File: src/speck64_pkg.sv
`default_nettype none
// ----------------------------------------------------------------------------
// speck64_pkg
// Shared types and codes for the Speck 64-bit block cipher unit.
// ----------------------------------------------------------------------------
package speck64_pkg;

    localparam int WORD_W = 32;

    typedef logic [WORD_W-1:0] word_t;

    typedef enum logic [1:0] {
        CMD_EXPAND  = 2'd0,
        CMD_ENCRYPT = 2'd1,
        CMD_DECRYPT = 2'd2
    } cmd_t;

    typedef enum logic [3:0] {
        ST_IDLE   = 4'b0001,
        ST_EXPAND = 4'b0010,
        ST_ROUND  = 4'b0100,
        ST_FLUSH  = 4'b1000
    } state_t;

    localparam logic [2:0] REG_KEY0  = 3'd0;
    localparam logic [2:0] REG_KEY1  = 3'd1;
    localparam logic [2:0] REG_KEY2  = 3'd2;
    localparam logic [2:0] REG_KEY3  = 3'd3;
    localparam logic [2:0] REG_COUNT = 3'd4;

    localparam logic [2:0] KEY_WORDS_THREE = 3'd3;
    localparam logic [2:0] KEY_WORDS_RESET = 3'd4;

    typedef struct packed {
        word_t x;
        word_t y;
        word_t key;
        logic  decrypt;
    } round_in_t;

    typedef struct packed {
        word_t x;
        word_t y;
    } round_out_t;

endpackage : speck64_pkg
`default_nettype wire

File: src/speck64_ram.sv
`default_nettype none
// ----------------------------------------------------------------------------
// speck64_ram
// Generic single-write, single-read RAM with registered read data.
// ----------------------------------------------------------------------------
module speck64_ram #(
    parameter int WIDTH = 32,
    parameter int DEPTH = 27
) (
    input  wire logic                     aclk,
    input  wire logic                     wr_en,
    input  wire logic [$clog2(DEPTH)-1:0] wr_addr,
    input  wire logic [WIDTH-1:0]         wr_data,
    input  wire logic                     rd_en,
    input  wire logic [$clog2(DEPTH)-1:0] rd_addr,
    output logic      [WIDTH-1:0]         rd_data
);

    logic [WIDTH-1:0] mem [DEPTH];

    always_ff @(posedge aclk) begin
        if (wr_en) begin
            mem[wr_addr] <= wr_data;
        end
        if (rd_en) begin
            rd_data <= mem[rd_addr];
        end
    end

endmodule : speck64_ram
`default_nettype wire

File: src/speck64_round_unit.sv
`default_nettype none
// ----------------------------------------------------------------------------
// speck64_round_unit
// One Speck round, forward or inverse. The forward round also serves as
// the key schedule step (x = schedule word, y = round key, key = index).
// ----------------------------------------------------------------------------
module speck64_round_unit
    import speck64_pkg::*;
#(
    parameter int ROT_ALPHA = 8,
    parameter int ROT_BETA  = 3
) (
    input  wire round_in_t  rnd_in,
    output round_out_t      rnd_out
);

    word_t enc_sum;
    word_t enc_x;
    word_t enc_y;
    word_t dec_mix;
    word_t dec_y;
    word_t dec_diff;
    word_t dec_x;

    assign enc_sum  = ((rnd_in.x >> ROT_ALPHA) | (rnd_in.x << (WORD_W - ROT_ALPHA)))
                    + rnd_in.y;
    assign enc_x    = enc_sum ^ rnd_in.key;
    assign enc_y    = ((rnd_in.y << ROT_BETA) | (rnd_in.y >> (WORD_W - ROT_BETA))) ^ enc_x;

    assign dec_mix  = rnd_in.x ^ rnd_in.y;
    assign dec_y    = (dec_mix >> ROT_BETA) | (dec_mix << (WORD_W - ROT_BETA));
    assign dec_diff = (rnd_in.x ^ rnd_in.key) - dec_y;
    assign dec_x    = (dec_diff << ROT_ALPHA) | (dec_diff >> (WORD_W - ROT_ALPHA));

    always_comb begin
        if (rnd_in.decrypt) begin
            rnd_out.x = dec_x;
            rnd_out.y = dec_y;
        end else begin
            rnd_out.x = enc_x;
            rnd_out.y = enc_y;
        end
    end

endmodule : speck64_round_unit
`default_nettype wire

File: src/speck64_block_cipher_unit.sv
`default_nettype none
// ----------------------------------------------------------------------------
// speck64_block_cipher_unit
// Speck 64/96 and 64/128 block cipher with a round-key memory.
//
// One item is in work at a time; s_ready is high while the unit is idle,
// also while a finished result still waits on the m_ channel. An expand
// item writes R round keys (R = 26 for three key words, 27 for any other
// key count, capped at MAX_ROUNDS) and gives no result. An encrypt or
// decrypt item runs R rounds of the single shared round unit, each fed by a
// round-key memory read issued in the cycle before it (the first one as the
// item is accepted), then loads the output register once the m_ channel is
// free. Before the first expansion an encrypt or decrypt item returns zero
// data with status 1. Key registers written after an expansion take effect
// only with the next expand item.
// ----------------------------------------------------------------------------
module speck64_block_cipher_unit
    import speck64_pkg::*;
#(
    parameter int MAX_ROUNDS = 27,
    parameter int ROT_ALPHA  = 8,
    parameter int ROT_BETA   = 3
) (
    input  wire logic        aclk,
    input  wire logic        aresetn,

    input  wire logic        psel,
    input  wire logic        penable,
    input  wire logic        pwrite,
    input  wire logic [4:0]  paddr,
    input  wire logic [31:0] pwdata,
    output logic      [31:0] prdata,
    output logic             pready,

    input  wire logic        s_valid,
    output logic             s_ready,
    input  wire logic [1:0]  s_command,
    input  wire logic [31:0] s_block_x,
    input  wire logic [31:0] s_block_y,

    output logic             m_valid,
    input  wire logic        m_ready,
    output logic [31:0]      m_out_x,
    output logic [31:0]      m_out_y,
    output logic             m_status
);

    localparam int AW = $clog2(MAX_ROUNDS);
    localparam int CW = $clog2(MAX_ROUNDS + 1);
    localparam int R3 = (MAX_ROUNDS < 26) ? MAX_ROUNDS : 26;
    localparam int R4 = (MAX_ROUNDS < 27) ? MAX_ROUNDS : 27;

    // configuration
    word_t      key0_reg, key1_reg, key2_reg, key3_reg;
    logic [2:0] key_count_reg;
    logic       cfg_wr;

    // control
    state_t     state_reg, state_next;
    logic       keys_ready_reg, keys_ready_next;
    logic [CW-1:0] active_rounds_reg, active_rounds_next;
    logic [CW-1:0] rnd_cnt_reg, rnd_cnt_next;
    logic [AW-1:0] addr_reg, addr_next;
    logic       dec_reg, dec_next;
    logic       words3_reg, words3_next;
    logic       m_valid_reg, m_valid_next;

    // datapath
    word_t      x_reg, x_next;
    word_t      y_reg, y_next;
    logic       status_reg, status_next;
    word_t      rk_cur_reg, rk_cur_next;
    word_t      sched0_reg, sched0_next;
    word_t      sched1_reg, sched1_next;
    word_t      sched2_reg, sched2_next;
    word_t      out_x_reg, out_x_next;
    word_t      out_y_reg, out_y_next;
    logic       out_status_reg, out_status_next;

    // memory and round unit
    logic          ram_wr_en;
    logic          ram_rd_en;
    logic [AW-1:0] ram_rd_addr;
    word_t         ram_rd_data;
    round_in_t     rnd_in;
    round_out_t    rnd_out;
    logic          last_round;

    assign pready = 1'b1;
    assign cfg_wr = psel & penable & pwrite & pready;

    always_ff @(posedge aclk) begin
        if (!aresetn) begin
            key0_reg      <= '0;
            key1_reg      <= '0;
            key2_reg      <= '0;
            key3_reg      <= '0;
            key_count_reg <= KEY_WORDS_RESET;
        end else if (cfg_wr) begin
            case (paddr[4:2])
                REG_KEY0:  key0_reg      <= pwdata;
                REG_KEY1:  key1_reg      <= pwdata;
                REG_KEY2:  key2_reg      <= pwdata;
                REG_KEY3:  key3_reg      <= pwdata;
                REG_COUNT: key_count_reg <= pwdata[2:0];
                default: ;
            endcase
        end
    end

    always_comb begin
        case (paddr[4:2])
            REG_KEY0:  prdata = key0_reg;
            REG_KEY1:  prdata = key1_reg;
            REG_KEY2:  prdata = key2_reg;
            REG_KEY3:  prdata = key3_reg;
            REG_COUNT: prdata = {29'd0, key_count_reg};
            default:   prdata = '0;
        endcase
    end

    speck64_ram #(
        .WIDTH (WORD_W),
        .DEPTH (MAX_ROUNDS)
    ) u_key_ram (
        .aclk    (aclk),
        .wr_en   (ram_wr_en),
        .wr_addr (rnd_cnt_reg[AW-1:0]),
        .wr_data (rk_cur_reg),
        .rd_en   (ram_rd_en),
        .rd_addr (ram_rd_addr),
        .rd_data (ram_rd_data)
    );

    always_comb begin
        if (state_reg == ST_EXPAND) begin
            rnd_in.x       = sched0_reg;
            rnd_in.y       = rk_cur_reg;
            rnd_in.key     = {{(WORD_W-CW){1'b0}}, rnd_cnt_reg};
            rnd_in.decrypt = 1'b0;
        end else begin
            rnd_in.x       = x_reg;
            rnd_in.y       = y_reg;
            rnd_in.key     = ram_rd_data;
            rnd_in.decrypt = dec_reg;
        end
    end

    speck64_round_unit #(
        .ROT_ALPHA (ROT_ALPHA),
        .ROT_BETA  (ROT_BETA)
    ) u_round (
        .rnd_in  (rnd_in),
        .rnd_out (rnd_out)
    );

    assign last_round = (rnd_cnt_reg == active_rounds_reg - CW'(1));
    assign s_ready    = (state_reg == ST_IDLE);

    always_comb begin
        state_next         = state_reg;
        keys_ready_next    = keys_ready_reg;
        active_rounds_next = active_rounds_reg;
        rnd_cnt_next       = rnd_cnt_reg;
        addr_next          = addr_reg;
        dec_next           = dec_reg;
        words3_next        = words3_reg;
        m_valid_next       = m_valid_reg;
        x_next             = x_reg;
        y_next             = y_reg;
        status_next        = status_reg;
        rk_cur_next        = rk_cur_reg;
        sched0_next        = sched0_reg;
        sched1_next        = sched1_reg;
        sched2_next        = sched2_reg;
        out_x_next         = out_x_reg;
        out_y_next         = out_y_reg;
        out_status_next    = out_status_reg;
        ram_wr_en          = 1'b0;
        ram_rd_en          = 1'b0;
        ram_rd_addr        = addr_reg;

        if (m_valid_reg && m_ready) begin
            m_valid_next = 1'b0;
        end

        case (state_reg)
            ST_IDLE: begin
                if (s_valid) begin
                    case (cmd_t'(s_command))
                        CMD_EXPAND: begin
                            rk_cur_next        = key0_reg;
                            sched0_next        = key1_reg;
                            sched1_next        = key2_reg;
                            sched2_next        = key3_reg;
                            words3_next        = (key_count_reg == KEY_WORDS_THREE);
                            active_rounds_next = (key_count_reg == KEY_WORDS_THREE) ?
                                                 CW'(R3) : CW'(R4);
                            rnd_cnt_next       = '0;
                            state_next         = ST_EXPAND;
                        end
                        CMD_ENCRYPT, CMD_DECRYPT: begin
                            if (keys_ready_reg) begin
                                x_next       = s_block_x;
                                y_next       = s_block_y;
                                status_next  = 1'b0;
                                dec_next     = (cmd_t'(s_command) == CMD_DECRYPT);
                                rnd_cnt_next = '0;
                                ram_rd_en    = 1'b1;
                                ram_rd_addr  = (cmd_t'(s_command) == CMD_DECRYPT) ?
                                               AW'(active_rounds_reg - CW'(1)) : '0;
                                addr_next    = ram_rd_addr;
                                state_next   = ST_ROUND;
                            end else begin
                                x_next      = '0;
                                y_next      = '0;
                                status_next = 1'b1;
                                state_next  = ST_FLUSH;
                            end
                        end
                        default: ;
                    endcase
                end
            end
            ST_EXPAND: begin
                ram_wr_en = 1'b1;
                if (last_round) begin
                    keys_ready_next = 1'b1;
                    state_next      = ST_IDLE;
                end else begin
                    rk_cur_next  = rnd_out.y;
                    sched0_next  = sched1_reg;
                    if (words3_reg) begin
                        sched1_next = rnd_out.x;
                    end else begin
                        sched1_next = sched2_reg;
                        sched2_next = rnd_out.x;
                    end
                    rnd_cnt_next = rnd_cnt_reg + CW'(1);
                end
            end
            ST_ROUND: begin
                x_next = rnd_out.x;
                y_next = rnd_out.y;
                if (last_round) begin
                    state_next = ST_FLUSH;
                end else begin
                    rnd_cnt_next = rnd_cnt_reg + CW'(1);
                    ram_rd_en    = 1'b1;
                    ram_rd_addr  = dec_reg ? (addr_reg - AW'(1)) : (addr_reg + AW'(1));
                    addr_next    = ram_rd_addr;
                end
            end
            ST_FLUSH: begin
                if (!m_valid_reg || m_ready) begin
                    out_x_next      = x_reg;
                    out_y_next      = y_reg;
                    out_status_next = status_reg;
                    m_valid_next    = 1'b1;
                    state_next      = ST_IDLE;
                end
            end
            default: begin
                state_next = ST_IDLE;
            end
        endcase
    end

    always_ff @(posedge aclk) begin
        if (!aresetn) begin
            state_reg         <= ST_IDLE;
            keys_ready_reg    <= 1'b0;
            active_rounds_reg <= '0;
            rnd_cnt_reg       <= '0;
            addr_reg          <= '0;
            dec_reg           <= 1'b0;
            words3_reg        <= 1'b0;
            m_valid_reg       <= 1'b0;
        end else begin
            state_reg         <= state_next;
            keys_ready_reg    <= keys_ready_next;
            active_rounds_reg <= active_rounds_next;
            rnd_cnt_reg       <= rnd_cnt_next;
            addr_reg          <= addr_next;
            dec_reg           <= dec_next;
            words3_reg        <= words3_next;
            m_valid_reg       <= m_valid_next;
        end
    end

    always_ff @(posedge aclk) begin
        x_reg          <= x_next;
        y_reg          <= y_next;
        status_reg     <= status_next;
        rk_cur_reg     <= rk_cur_next;
        sched0_reg     <= sched0_next;
        sched1_reg     <= sched1_next;
        sched2_reg     <= sched2_next;
        out_x_reg      <= out_x_next;
        out_y_reg      <= out_y_next;
        out_status_reg <= out_status_next;
    end

    assign m_valid  = m_valid_reg;
    assign m_out_x  = out_x_reg;
    assign m_out_y  = out_y_reg;
    assign m_status = out_status_reg;

    a_write_only_expand: assert property (@(posedge aclk) disable iff (!aresetn)
        ram_wr_en |-> (state_reg == ST_EXPAND))
        else $error("key memory written outside expansion");

    a_expand_sets_ready: assert property (@(posedge aclk) disable iff (!aresetn)
        (state_reg == ST_EXPAND && last_round) |=> keys_ready_reg)
        else $error("expansion finished without keys ready");

    a_round_in_range: assert property (@(posedge aclk) disable iff (!aresetn)
        (state_reg == ST_ROUND) |-> (keys_ready_reg && rnd_cnt_reg < active_rounds_reg))
        else $error("round count beyond active rounds");

    a_read_addr_range: assert property (@(posedge aclk) disable iff (!aresetn)
        ram_rd_en |-> (ram_rd_addr <= AW'(MAX_ROUNDS - 1)))
        else $error("key memory read address out of range");

    a_status_zero_data: assert property (@(posedge aclk) disable iff (!aresetn)
        (m_valid_reg && out_status_reg) |-> (out_x_reg == '0 && out_y_reg == '0))
        else $error("error status with nonzero data");

endmodule : speck64_block_cipher_unit
`default_nettype wire

File: config.mk
export PLATFORM = sky130hd
export DESIGN_NAME = speck64_block_cipher_unit
export DESIGN_NICKNAME = d
export VERILOG_FILES = /design/src/speck64_pkg.sv /design/src/speck64_ram.sv /design/src/speck64_round_unit.sv /design/src/speck64_block_cipher_unit.sv
export SDC_FILE = /design/constraint.sdc
export NUM_CORES = 2
export LEC_CHECK = 0
export BUFFER_PORTS_ARGS = -buffer_cell sky130_fd_sc_hd__buf_2
export CORE_MARGIN = 1.5
export CORE_UTILIZATION = 42
export DETAILED_ROUTE_END_ITERATION = 16
export GPL_TIMING_DRIVEN = 1
export MAX_ROUTING_LAYER = met4
export PLACE_DENSITY_LB_ADDON = 0.08
export SETUP_SLACK_MARGIN = 0.2
export SYNTH_ARGS = -nofsm -noshare
export SYNTH_HDL_FRONTEND = slang
export SYNTH_SLANG_ARGS = --single-unit
File: constraint.sdc
create_clock -name aclk -period 11.7 [get_ports aclk]
set_input_delay 2.34 -clock aclk [delete_from_list [all_inputs] [get_ports aclk]]
set_output_delay 2.34 -clock aclk [all_outputs]
set_load 0.005 [all_outputs]
# --- Word-level counts from Yosys, hierarchy flattened ---
# Memory sizes are Yosys's and may differ from the RTL's. A register that Yosys moved wholly into a read port is not among the register bits.
# Index checks and enable logic that the tools add are counted.
op_classes:
  n_bitwise: 10
  n_reduce_logical: 25
  n_lt_le_gt_ge: 0
  multipliers: 0
  muxes: 61
  n_eq_ne: 23
  n_div: 0
  shift: 0
  add_sub_neg: 6
op_table:
  columns: ["cell", "n"]
  rows:
  - ["32-bit 2-to-1 mux", 20]
  - ["32-bit case mux with 2 select lines", 6]
  - ["32-bit case mux with 5 select lines", 1]
  - ["32-bit bitwise XOR", 4]
  - ["97-bit 2-to-1 mux", 1]
  - ["64-bit 2-to-1 mux", 1]
  - ["5-bit 2-to-1 mux", 9]
  - ["32-bit adder", 1]
  - ["24-bit by 32-bit OR with 32-bit output", 1]
  - ["29-bit by 32-bit OR with 32-bit output", 1]
  - ["32-bit by 3-bit OR with 32-bit output", 1]
  - ["32-bit by 8-bit OR with 32-bit output", 1]
  - ["32-bit subtractor", 1]
  - ["5-bit case mux with 2 select lines", 3]
  - ["4-bit 2-to-1 mux", 5]
  - ["4-bit case mux with 4 select lines", 1]
  - ["5-bit AND reduction", 3]
  - ["2-bit != test, second input constant", 7]
  - ["2-bit AND reduction", 7]
  - ["1-bit 2-to-1 mux", 12]
  - ["5-bit by 1-bit adder with 5-bit output, second input constant", 2]
  - ["5-bit by 1-bit subtractor with 5-bit output, second input constant", 2]
  - ["3-bit by 2-bit == test with 1-bit output, second input constant", 3]
  - ["3-bit AND reduction", 3]
  - ["23 further kinds", 29]
word_totals:
  inputBits: 110
  out_inout_bits: 100
  reg_bits: 412
  latch_bits: 0
  rom_bits: 0
  mem_count: 1
  ram_bits: 864
  word_cells: 149
memory_table:
  columns: ["name", "words", "width", "read_ports", "rd_ports_with_merged_regs", "write_ports", "line_no", "rtl"]
  rows:
  - ["u_key_ram.mem", 27, 32, 1, 1, 1, "speck64_ram.sv:19", "logic [WIDTH-1:0] mem [DEPTH];"]

# --- Logic depth before layout (Yosys ltp) ---
logic_depth:
  depth_word: 10
  ltp_mapped: 21
  mapped_depth_nobuf: 17

# --- Modules after synthesis ---
# A second synthesis with hierarchy kept.
hier_totals:
  hier_cells: 3673
  hier_area_um2: 57156.1
by_module_without_submodules:
  columns: ["module", "n_inst", "cells_each", "area_per_inst_um2", "seq_area_each_um2"]
  rows:
  - ["speck64_ram", 1, 1320, 33911.3, 26905.8]
  - ["speck64_block_cipher_unit", 1, 1629, 17953.5, 10770.3]
  - ["speck64_round_unit", 1, 724, 5291.3, 0.0]

# --- Worst setup path after synthesis ---
# OpenSTA, ideal clock, no wires.
synth_path:
  path_kind: "register to register"
  from: "reg state_reg[3]"
  to: "reg rk_cur_reg[0], enable pin"
  t_required_ps: 11017
  setup_slack_ps: 2134
  path_buffers: 6
  arrival_time_ps: 8883
  stages_incl_launch_ff: 9
  path_cell_list: "dfxtp_1 > or4b_1 > buf_2 > buf_1 > clkbuf_1 > buf_1 > clkbuf_1 > clkbuf_1 > o21ai_0"
synth_via:
  elab_chain_len: 3
  elab_cells_between_ends: 7
  classes_between: "eq/ne (5); reduce/logical (2)"
synth_rtl:
  columns: ["item", "line_no", "rtl"]
  rows:
  - ["start: declaration", "speck64_block_cipher_unit.sv:59", "state_t state_reg, state_next;"]
  - ["start signal: assignment", "speck64_block_cipher_unit.sv:280", "state_reg <= state_next;"]
  - ["4-bit by 2-bit == test with 1-bit output / 4-bit by 1-bit == test with 1-bit output (equally long branches)", "speck64_block_cipher_unit.sv:187", "case (state_reg)"]
  - ["2-bit != test (no line), or another cell as far along", null, null]
  - ["4-bit AND reduction (no line) *", null, null]
  - ["end signal: assignment", "speck64_block_cipher_unit.sv:295", "rk_cur_reg <= rk_cur_next;"]
  - ["end: declaration", "speck64_block_cipher_unit.sv:72", "word_t rk_cur_reg, rk_cur_next;"]
# Mark *: on every way between the ends. The rest lies on a longest branch, timed or not.
# A chain may end at the register's enable or synchronous reset.

# --- Final worst setup path ---
layout_path:
  from: "reg state_reg[0]"
  to: "reg x_reg[28] (data pin)"
layout_via:
  elab_chain_len: 8
  elab_cells_between_ends: 14
  classes_between: "add/sub (2); eq/ne (3); mux (3); bitwise (6)"
layout_rtl:
  columns: ["item", "line_no", "rtl"]
  rows:
  - ["4-bit by 2-bit == test with 1-bit output", "speck64_block_cipher_unit.sv:136", "if (state_reg == ST_EXPAND) begin"]
  - ["97-bit 2-to-1 mux", "speck64_block_cipher_unit.sv:136", null]
  - ["32-bit bitwise XOR", "speck64_round_unit.sv:30", "assign dec_mix = rnd_in.x ^ rnd_in.y;"]
  - ["29-bit by 32-bit OR with 32-bit output", "speck64_round_unit.sv:31", "assign dec_y = (dec_mix >> ROT_BETA) | (dec_mix << (WORD_W - ROT_BETA));"]
  - ["32-bit subtractor", "speck64_round_unit.sv:32", "assign dec_diff = (rnd_in.x ^ rnd_in.key) - dec_y;"]
  - ["32-bit by 8-bit OR with 32-bit output", "speck64_round_unit.sv:33", "assign dec_x = (dec_diff << ROT_ALPHA) | (dec_diff >> (WORD_W - ROT_ALPHA));"]
  - ["64-bit 2-to-1 mux", "speck64_round_unit.sv:36", "if (rnd_in.decrypt) begin"]
  - ["32-bit case mux with 2 select lines *", "speck64_block_cipher_unit.sv:187", null]
  - ["net x_next[28]", "speck64_block_cipher_unit.sv:69", "word_t x_reg, x_next;"]
  - ["end signal: assignment", "speck64_block_cipher_unit.sv:292", "x_reg <= x_next;"]
  - ["end: declaration", "speck64_block_cipher_unit.sv:69", null]
# Mark *: on every way through the listed nets, which the timed path passes. The rest lies on a longest branch.

==> out/qor.yml <==
crit_type: "register to register"
grtUsageTotal_pct: 29.0
path_max_fanout: 61
ff2ff_path_depth: 17
clock.fmax_mhz: 146
dieArea_um2: 141000
leakage_nw: 23.0
cts-resized-gates: 0
ios: 210
gr-total-overflow: 0
skew_ns: 0.0245
maxSlewHeadroom_pct: 2.90
place_inst: 6604
top_register: "u_key_ram.mem"
rsz0062_at_grt: "no"
grt_pass1_wl_um: 281000
min_from: "x_reg[3]"
antenna_found_initial: 16
hold_ws_ns: 0.457
synth_edf_count: 1154
nets: 5139
yosysMostFrequentCell: "edfxtp_1"
die_h_um: 375
netlist_area_um2: 58100
yosys_register_bits: 1305
fin_util_pct: 48.0
reg2reg_slack_ns: 4.85
clk_pin_slew_worst_paths_ns: 0.06
design_power_total_w: 0.0119
worst_slew_pin_slew_ns: 1.45
rr_endpoint: "x_reg[28]"
synth_top_area_share_pct: 59.7
vias: 40600
drtIter0Drc: 5066
syn_inst: 4793
ir_drop_mv: 0.113
cp-start-kind: "register"
avgViaCountPerCell: 5.91
initial_core_util_pct: 42.3
cts_root_buf: "clkbuf_16"
cts_setup_buffers: 0
grt_start_max_net_pins: 125
whs_path_depth: 0
crit_family: "compound AO/OA/AOI/OAI gates"
die_w_um: 375
port_buffers: 206
cts_buffers: 142
worstHoldPathType: "register to register"
dpl.hpwl_um: 124000
wl_um: 201000
status: "complete, no violations"
drt-pass1-iter-count: 5
htreeDepth: 4
grt_pass1_vias: 37300
clock_path_buffers: 3
synth.avg_cell_area_um2: 12.1
slowest_delay_ns: 1.18
cp_common_cell: "nand2_1"
postCtsHoldBufs: 0
hold_end: "m_out_x[3]"
crit_path_end_kind: "register"
cts.sinks: 1305
largest_reg_flops: 864
synth_area_leaders: "edfxtp_1 60%, nand2_1 7.3%, dfxtp_1 5.2%"
cp.required_ns: 12.15
drive_gt1_share_pct: 12.8
slew_violations: 0
setup_violations: 0
yosys.area.top_type: "edfxtp_1"
async_reset_ff_share_pct: 0
ys.flop_type: "edfxtp_1"
cts_tree: "built"
period_minus_slack_ns: 6.85
tns_ns: 0
synth-seq-area-share_pct: 64.9
drcViolationCount: 0
wl_per_cell_um: 29.3
cp_num_buf_inv: 2
synth_commonest_cells: "1154 x edfxtp_1, 1133 x nand2_1, 304 x a21oi_1"
ys_warn_count: 0
clk_latency_ns: 0.79
synthDistinctLibCells: 92
max_cap_violations: 0
area_delta_synth_final_pct: 13.6
hold_viol: 0
synth_fp_nets: 4978
cp.arrival_ns: 7.29
detail-route-antenna-nets: 0
path_cells: "or4b_4 > buf_4 > nand2_1 > nand2_1 > ha_1 > inv_1 > fa_1 > nor2b_1 > o2111ai_1 > a221oi_2 > or3_4 > nand2_1 > o31ai_1 > a21o_1 > a41oi_2 > xor2_1 > o221ai_1"
p_per_area_nw_per_um2: 180
rows: 136
reg2reg_from: "state_reg[0]"
core-area_um2: 137000
crit_slowest_cell: "xor2_1"
gp_congestion: 0.970
finalCritPeriodShare_pct: 58.5
layout.cells.non_filler: 6865
[worst reg2reg max path: stages, from the launching register on]
cell	delay (ns)
dfxtp_1	0.46
or4b_4	0.68
buf_4	0.70
nand2_1	0.12
nand2_1	0.20
ha_1	0.21
inv_1	0.06
fa_1	0.46
nor2b_1	0.18
o2111ai_1	0.19
a221oi_2	0.47
or3_4	0.23
nand2_1	0.14
o31ai_1	0.45
a21o_1	0.28
a41oi_2	0.23
xor2_1	1.18
o221ai_1	0.28
[stage by stage]
stage          cell area [um2]  worst slack, ns
2_1_floorplan            58100             2.13
3_3_place_gp             61400             4.60
3_5_place_dp             61400             4.56
4_1_cts                  65900             4.86
5_1_grt                  66000             4.67
6_report                 66000             4.85
[cells by family after synthesis]
kind of cell	Yosys count	synth area share, %
AND/OR/NAND/NOR	1592	11.5
buffers and inverters	365	2.63
flip-flops	1305	64.9
multiplexers	158	3.44
adder cells (fa/ha/maj)	78	1.71
AO/OA/AOI/OAI	1054	12.1
other	1	0.00646
XOR/XNOR	240	3.73
[how the worst max path moves through the flow]
stage | startpoint | cells after the start | slack, ns | endpoint
final | state_reg[0] | 17 | 4.85 | x_reg[28]
after global routing | state_reg[0] | 17 | 4.67 | x_reg[28]
after CTS | paddr[4] | 6 | 4.86 | prdata[8]
after detailed placement | s_command[0] | 12 | 4.56 | u_key_ram.rd_data[13]
after global placement | s_command[0] | 12 | 4.60 | u_key_ram.rd_data[13]
after floorplan | state_reg[3] | 8 | 2.13 | rk_cur_reg[0]
[cell type report]
| type | count | area, um2 |
|---|---|---|
| Multi-Input combinational cell | 3123 | 19300 |
| Clock buffer | 180 | 3850 |
| Sequential cell | 1305 | 37700 |
| Timing Repair Buffer | 324 | 1980 |
| Clock inverter | 71 | 703 |
| Tap cell | 1794 | 2240 |
| Inverter | 58 | 220 |
| Antenna cell | 10 | 25.0 |
| Fill cell | 12300 | 71400 |
[per-layer routing]
metal  up-vias  routed length, um  GRT usage [%]  part of all wire (%)
met5         -                  0              -                     0
met4         0               5260           8.11                   2.6
met3       268              19000           6.76                   9.4
met2      1749              88700           41.9                    44
met1     20500              88100           40.8                    44
li1      18000                  -              -                     -
[cells in the final DEF (no fill, tap or decap), types with 29 or more instances in the layout]
cell type,n
mux2i_1,123
a32oi_1,33
xnor2_1,169
buf_2,206
clkbuf_16,148
and2_1,69
clkbuf_1,29
o22ai_1,35
a21oi_1,303
edfxtp_1,1154
o21ai_0,160
a221o_1,32
inv_1,56
ha_1,72
a31oi_1,70
a21o_1,57
mux4_2,33
dfxtp_1,151
nand3_1,102
xor2_1,64
o311ai_1,32
a211oi_1,146
nor2_1,109
buf_4,113
a22o_1,35
nand2_1,1127
a311oi_1,32
and3_1,41
[power by group]
part / total [W] / switching [W] / leakage, nW / internal, W
logic: 0.00214 / 0.00145 / 9.10 / 0.000693
registers: 0.00530 / 0.000113 / 11.7 / 0.00519
clock network: 0.00444 / 0.00189 / 2.21 / 0.00256
total: 0.0119 / 0.00345 / 23.0 / 0.00844
No activity file was read; power rests on OpenSTA's default activity.
